$ cat config.mk
export PLATFORM = sky130hd
export DESIGN_NAME = vev_sqrt
export DESIGN_NICKNAME = d
export VERILOG_FILES = /design/src/hw/rtl/vev_pkg.sv /design/src/hw/rtl/vev_sqrt.sv
export SDC_FILE = /design/constraint.sdc
export NUM_CORES = 2
export LEC_CHECK = 0
export BUFFER_PORTS_ARGS = -buffer_cell sky130_fd_sc_hd__buf_2
export CELL_PAD_IN_SITES_DETAIL_PLACEMENT = 1
export CELL_PAD_IN_SITES_GLOBAL_PLACEMENT = 2
export CORE_ASPECT_RATIO = 0.9
export CORE_MARGIN = 2
export CORE_UTILIZATION = 47
export CTS_BUF_LIST = sky130_fd_sc_hd__clkbuf_8
export CTS_CLUSTER_DIAMETER = 40
export DETAILED_ROUTE_END_ITERATION = 10
export PLACE_DENSITY = 0.89
export SYNTH_ARGS = -nofsm -noshare
export SYNTH_HDL_FRONTEND = slang
export SYNTH_MEMORY_MAX_BITS = 65536
export SYNTH_SLANG_ARGS = --single-unit
$ cat constraint.sdc
create_clock -name aclk -period 6.8 [get_ports aclk]
set_input_delay 1.36 -clock aclk [delete_from_list [all_inputs] [get_ports aclk]]
set_output_delay 1.36 -clock aclk [all_outputs]
set_load 0.1 [all_outputs]
$ cat src/hw/rtl/vev_pkg.sv
// ----------------------------------------------------------------------------
// vev_pkg: shared types and constants of the eddy viscosity core
// Holds the word formats of both channels, the internal widths of the
// datapath and the stage counts of the pipelined units.
// ----------------------------------------------------------------------------
package vev_pkg;

    // Input word: one mesh cell.
    typedef struct packed {
        logic signed [31:0] grad_xx;
        logic signed [31:0] grad_xy;
        logic signed [31:0] grad_xz;
        logic signed [31:0] grad_yx;
        logic signed [31:0] grad_yy;
        logic signed [31:0] grad_yz;
        logic signed [31:0] grad_zx;
        logic signed [31:0] grad_zy;
        logic signed [31:0] grad_zz;
        logic [31:0]        filter_width;
    } vev_in_t;

    // Result word.
    typedef struct packed {
        logic [31:0] eddy_viscosity;
        logic        saturated;
    } vev_out_t;

    // Internal widths.
    localparam int GW     = 64;   // entries of G and off-diagonal magnitudes
    localparam int NORM_W = 66;   // squared Frobenius norm, LSB 2^-32
    localparam int C25_W  = 69;   // 25 * c^4
    localparam int PROD_W = 128;  // 64 x 64 products
    localparam int BSUM_W = 130;  // sum of principal minors
    localparam int K_W    = PROD_W + C25_W;   // D^4 * 25 * c^4
    localparam int R_W    = BSUM_W + K_W;     // 25 * c^4 * D^4 * B
    localparam int NUM_W  = 168;  // dividend after alignment
    localparam int DEN_W  = NORM_W + 2;       // 4 * S
    localparam int QUO_W  = 64;   // quotient, wider values saturate
    localparam int ROOT_W = 32;   // result width

    // The norm sits 160 bits above the shared LSB of B.
    localparam int NORM_SHIFT = 160;

    // Stage counts.
    localparam int FRONT_LAT = 3;
    localparam int MUL_LAT   = 3;
    localparam int DIV_LAT   = QUO_W + 1;
    localparam int SQRT_LAT  = ROOT_W + 1;
    localparam int PIPE_LAT  = FRONT_LAT + 3 * MUL_LAT + 1 + DIV_LAT + SQRT_LAT + 1;

    // Front end results handed to the wide multipliers.
    typedef struct packed {
        logic [2:0][GW-1:0] g;
        logic [2:0][GW-1:0] off;
        logic [NORM_W-1:0]  norm;
        logic [GW-1:0]      d2;
        logic [C25_W-1:0]   c25;
    } vev_front_t;

endpackage

$ cat src/hw/rtl/vev_sqrt.sv
// ----------------------------------------------------------------------------
// vev_sqrt: pipelined integer square root
// Digit-by-digit square root of the quotient, one result bit per stage,
// with the saturation flag carried alongside.
// ----------------------------------------------------------------------------
module vev_sqrt
    import vev_pkg::*;
(
    input  logic              aclk,
    input  logic              en,
    input  logic [QUO_W-1:0]  x,
    input  logic              sat_in,
    output logic [ROOT_W-1:0] root,
    output logic              sat_out
);
    logic [QUO_W-1:0] num_reg [ROOT_W+1];
    logic [QUO_W-1:0] res_reg [ROOT_W+1];
    logic             sat_reg [ROOT_W+1];

    // Entry stage.
    always_ff @(posedge aclk) begin
        if (en) begin
            num_reg[0] <= x;
            res_reg[0] <= '0;
            sat_reg[0] <= sat_in;
        end
    end

    // Each stage tries the next result bit against the remainder.
    for (genvar k = 0; k < ROOT_W; k++) begin : g_stage
        localparam logic [QUO_W-1:0] STEP = QUO_W'(1) << (2*ROOT_W - 2 - 2*k);
        logic [QUO_W:0] trial;
        assign trial = {1'b0, res_reg[k]} + {1'b0, STEP};

        always_ff @(posedge aclk) begin
            if (en) begin
                sat_reg[k+1] <= sat_reg[k];
                if ({1'b0, num_reg[k]} >= trial) begin
                    num_reg[k+1] <= num_reg[k] - trial[QUO_W-1:0];
                    res_reg[k+1] <= (res_reg[k] >> 1) + STEP;
                end else begin
                    num_reg[k+1] <= num_reg[k];
                    res_reg[k+1] <= res_reg[k] >> 1;
                end
            end
        end
    end

    assign root    = res_reg[ROOT_W][ROOT_W-1:0];
    assign sat_out = sat_reg[ROOT_W];

endmodule
Word level (Yosys, flattened, before mapping)
Memory sizes are Yosys's and may differ from the RTL's.
Index checks and enable logic that the tools add are counted.
{ "totals": {"ff_bits": 0, "ramBits": 4257, "inputBits": 67, "out_inout_bits": 33, "wordCells": 453, "memories": 3} }
{ "classes": {"add_sub_neg": 96, "magnitude_cmp": 32, "muxes": 258, "bitwise": 64} }
{ "memory_table": {"columns": ["memory", "depth", "word_bits", "rd", "rd_ports_with_merged_regs", "wr", "line_no", "text"], "rows": [
  ["num_reg", 33, 64, 32, 0, 33, "vev_sqrt.sv:16", "logic [QUO_W-1:0] num_reg [ROOT_W+1];"],
  ["res_reg", 33, 64, 33, 0, 33, "vev_sqrt.sv:17", "logic [QUO_W-1:0] res_reg [ROOT_W+1];"],
  ["sat_reg", 33, 1, 33, 0, 33, "vev_sqrt.sv:18", "logic sat_reg [ROOT_W+1];"]
]} }
{ "ops": {"columns": ["operator", "n"], "rows": [
  ["64-bit two-way mux", 64],
  ["64-bit by 65-bit greater-or-equal comparator with 1-bit output", 32],
  ["64-bit subtractor", 32],
  ["1-bit two-way mux", 194],
  ["64-bit by 1-bit adder with 65-bit output, second input constant", 1],
  ["64-bit by 11-bit adder with 65-bit output, second input constant", 1],
  ["64-bit by 13-bit adder with 65-bit output, second input constant", 1],
  ["64-bit by 15-bit adder with 65-bit output, second input constant", 1],
  ["64-bit by 17-bit adder with 65-bit output, second input constant", 1],
  ["64-bit by 19-bit adder with 65-bit output, second input constant", 1],
  ["64-bit by 21-bit adder with 65-bit output, second input constant", 1],
  ["64-bit by 23-bit adder with 65-bit output, second input constant", 1],
  ["64-bit by 25-bit adder with 65-bit output, second input constant", 1],
  ["64-bit by 27-bit adder with 65-bit output, second input constant", 1],
  ["64-bit by 29-bit adder with 65-bit output, second input constant", 1],
  ["64-bit by 3-bit adder with 65-bit output, second input constant", 1],
  ["64-bit by 31-bit adder with 65-bit output, second input constant", 1],
  ["64-bit by 33-bit adder with 65-bit output, second input constant", 1],
  ["64-bit by 35-bit adder with 65-bit output, second input constant", 1],
  ["64-bit by 37-bit adder with 65-bit output, second input constant", 1],
  ["64-bit by 39-bit adder with 65-bit output, second input constant", 1],
  ["64-bit by 41-bit adder with 65-bit output, second input constant", 1],
  ["64-bit by 43-bit adder with 65-bit output, second input constant", 1],
  ["64-bit by 45-bit adder with 65-bit output, second input constant", 1],
  ["other kinds (45)", 108]
]} }

Longest topological paths before layout
{ "logic_depth": {"depth_word": 6, "depth_mapped": 14} }

Worst setup path before layout
OpenSTA, ideal clock, no wires.
{ "synth_path": {"kind": "input to register", "from": "input port en", "to": "memory num_reg[31][0], enable pin", "setup_time_ns": 0.487, "t_arrival_ns": 5.003, "setup_slack_ns": 1.309, "stages": 5, "path_cell_list": "clkbuf_1 -> clkbuf_1 -> clkbuf_1 -> clkbuf_1 -> clkbuf_1"} }
{ "synth_rtl": {"columns": ["element", "line_no", "text"], "rows": [
  ["from (decl)", "vev_sqrt.sv:10", "input logic en,"],
  ["to (decl)", "vev_sqrt.sv:16", null]
]} }

==> impl_metrics.json <==
{
  "p_per_area_nw_per_um2": 331,
  "synth.avg_cell_area_um2": 12.7,
  "crit_type": "register to register",
  "finalMaxSlewViolations": 0,
  "yosys.cell_types.count": 101,
  "cts_root_buf": "clkbuf_8",
  "fin_cells": 14052,
  "period_share": 0.694,
  "drive_above_1_share": 0.0888,
  "utilization": 0.525,
  "synth_edf_count": 2609,
  "fin_ws_ns": 2.08,
  "min_period_ns": 4.72,
  "die_h_um": 492,
  "finalPower_mw": 45.6,
  "cts.clk_slew.worst_paths_ns": 0.06,
  "place_inst": 13252,
  "cts_tree": "done",
  "synth_top_area_share": 0.631,
  "post-cts-setup-buffer-count": 0,
  "dp_hpwl_um": 257000,
  "synth-simple-area-share": 0.124,
  "yosys.cell_count.top_type": "edfxtp_1",
  "path_max_fanout": 5,
  "status": "finished clean",
  "end_kind": "register",
  "syn_nets": 10425,
  "hold_buffers": 0,
  "antenna_left": 0,
  "insertion_delay_ns": 1.09,
  "fp.dieW_um": 546,
  "grt_max_degree": 206,
  "synthMuxAreaShare": 0.00766,
  "worst_ep_required_time_ns": 7.53,
  "critPathSlowestCell": "o311ai_0",
  "dieArea_um2": 268000,
  "portBuffers": 99,
  "clkSinkCount": 2609,
  "ys_seq_area_frac": 0.631,
  "io_pins": 100,
  "worstPathCellList": "inv_1, ha_1, nor2b_1, o31ai_1, a211oi_1, o311ai_0, a21oi_1, a311oi_1, o21ai_0, a31oi_1, nand3_1, xnor2_1",
  "multi_input_area_um2": 42400,
  "first_global_vias": 85401,
  "largest_register_ffs": 2048,
  "numCtsBuffers": 443,
  "syn-instance-count": 9800,
  "postCtsResizedCells": 0,
  "cp-start-kind": "register",
  "finalHoldViolations": 0,
  "finalClockSkew_ns": 0.114,
  "ys_seq_elements": 2609,
  "rsz0062_at_grt": "no",
  "place_congestion": 0.927,
  "core_um2": 262000,
  "cp.arrival_ns": 5.45,
  "drc": 0,
  "nNetsFinal": 10812,
  "synthFlopType": "edfxtp_1",
  "antenna_found_initial": 24,
  "synth_top_cell_by_area": "edfxtp_1",
  "synth_compound_area_frac": 0.0913,
  "synth_common_cells": "2609 x edfxtp_1, 751 x nand2_1, 680 x inv_1",
  "grt_use_total": 0.253,
  "routedWlPerCell_um": 24.8,
  "clockBufferDepth": 4,
  "design_area_um2": 137000,
  "dp_slack_ns": 2.11,
  "crit_path_max_incr_delay_ns": 0.91,
  "yosysWarnings": 0,
  "ir_worst_vdd_mv": 0.213,
  "vias": 82743,
  "gr-total-overflow": 0,
  "synthTopCellsByArea": "edfxtp_1 63%, ha_1 5.6%, xor2_1 3.2%",
  "placed_area_um2": 129000,
  "synth-xor-area-share": 0.0621,
  "num_rows": 178,
  "firstDrtPassIters": 7,
  "maxSlewHeadroom": 0.0476,
  "fillerInstances": 26751,
  "clock.fmax_ghz": 0.212,
  "regArea_um2": 78300,
  "worst_pin_slew_ns": 1.41,
  "setup_violations": 0,
  "synth_top_family_by_area": "simple AND/OR/NAND/NOR gates",
  "vias_per_cell": 5.89,
  "synth_area_um2": 124000,
  "power_leakage_nw": 51.4,
  "whs_ns": 0.421,
  "initial_core_util": 0.474,
  "yosys.area_share.adder": 0.0562,
  "tns_ns": 0,
  "grt_pass1_wl_um": 526000,
  "drtIter0Drc": 7990,
  "async_flop_share": 0,
  "min-delay-path-class": "register to register",
  "finalWirelength_um": 348000,
  "area_delta_synth_final_pct": 10.8,
  "max_cap_violations": 0,
  "htreeDepth": 5
}
==> final cells by class <==
class,instances,area share
well taps,3510,0.0319
inverters,681,0.0186
clock buffers,446,0.0447
multi-input cells,6277,0.308
clock inverters,344,0.0179
repair buffers,175,0.00841
flip-flops and latches,2609,0.570
diodes,10,0.000182
==> where the power goes <==
group          internal (mW)  switching (mW)
registers               20.3            1.73
logic                   3.67            5.84
clock network           7.40            6.65
total                   31.3            14.2
==> routing by layer <==
| metal | routed length [um] | vias up | global-route usage |
|---|---|---|---|
| met1 | 151000 | 41921 | 0.351 |
| met4 | 7920 | 10 | 0.0613 |
| li1 | - | 37574 | - |
| met2 | 166000 | 2698 | 0.419 |
| met5 | 65 | - | 0 |
| met3 | 23000 | 540 | 0.0390 |
==> cells by family (layout without fill, tap and decap cells) <==
logic type / Yosys count / in the layout
other cells: 0 / 10
mux: 86 / 86
simple gates: 2931 / 2931
flops: 2609 / 2609
xor+xnor: 880 / 880
compound gates: 1822 / 1822
fa+ha+maj: 558 / 558
buf+inv: 914 / 1646
==> critical path, delay by kind of cell, from the launching register on <==
kind            cells  cell delay [ns]
simple gates        2             0.31
buf+inv             1             0.06
compound gates      7             3.24
fa+ha+maj           1             0.37
xor+xnor            1             0.14
flops               1             0.35
==> cells in the final DEF, fill, tap and decap left out, drive strengths merged, types with 32 or more instances in the layout <==
| cell | instances |
|---|---|
| edfxtp | 2609 |
| inv | 817 |
| nand2 | 751 |
| ha | 558 |
| o21ai | 554 |
| nor2 | 528 |
| a21oi | 512 |
| xor2 | 459 |
| clkbuf | 446 |
| xnor2 | 421 |
| nor4 | 368 |
| nor3 | 250 |
| a21o | 221 |
| buf | 175 |
| nand4 | 164 |
| nand3 | 158 |
| clkinv | 153 |
| nand2b | 117 |
| or3 | 114 |
| o21a | 103 |
| nor2b | 77 |
| or4 | 75 |
| mux2 | 72 |
| nor4b | 61 |
| o21bai | 52 |
| or2 | 52 |
| a31oi | 45 |
| and2 | 40 |
| o31ai | 40 |
| a211oi | 37 |
| nand3b | 35 |
| bufinv | 33 |
| and3 | 32 |
==> final timing paths <==
| check | from | endpoint | slack (ns) | cells after the start |
|---|---|---|---|---|
| worst max-delay path | res_reg[27][10] | num_reg[28][60] | 2.08 | 12 |
| worst min-delay path | sat_reg[0][5] | sat_reg[0][6] | 0.42 | 0 |
| worst max register to register | res_reg[27][10] | num_reg[28][60] | 2.08 | 12 |
| worst min register to register | sat_reg[0][5] | sat_reg[0][6] | 0.42 | 0 |
Note: power is estimated with default switching activity, not from simulation.
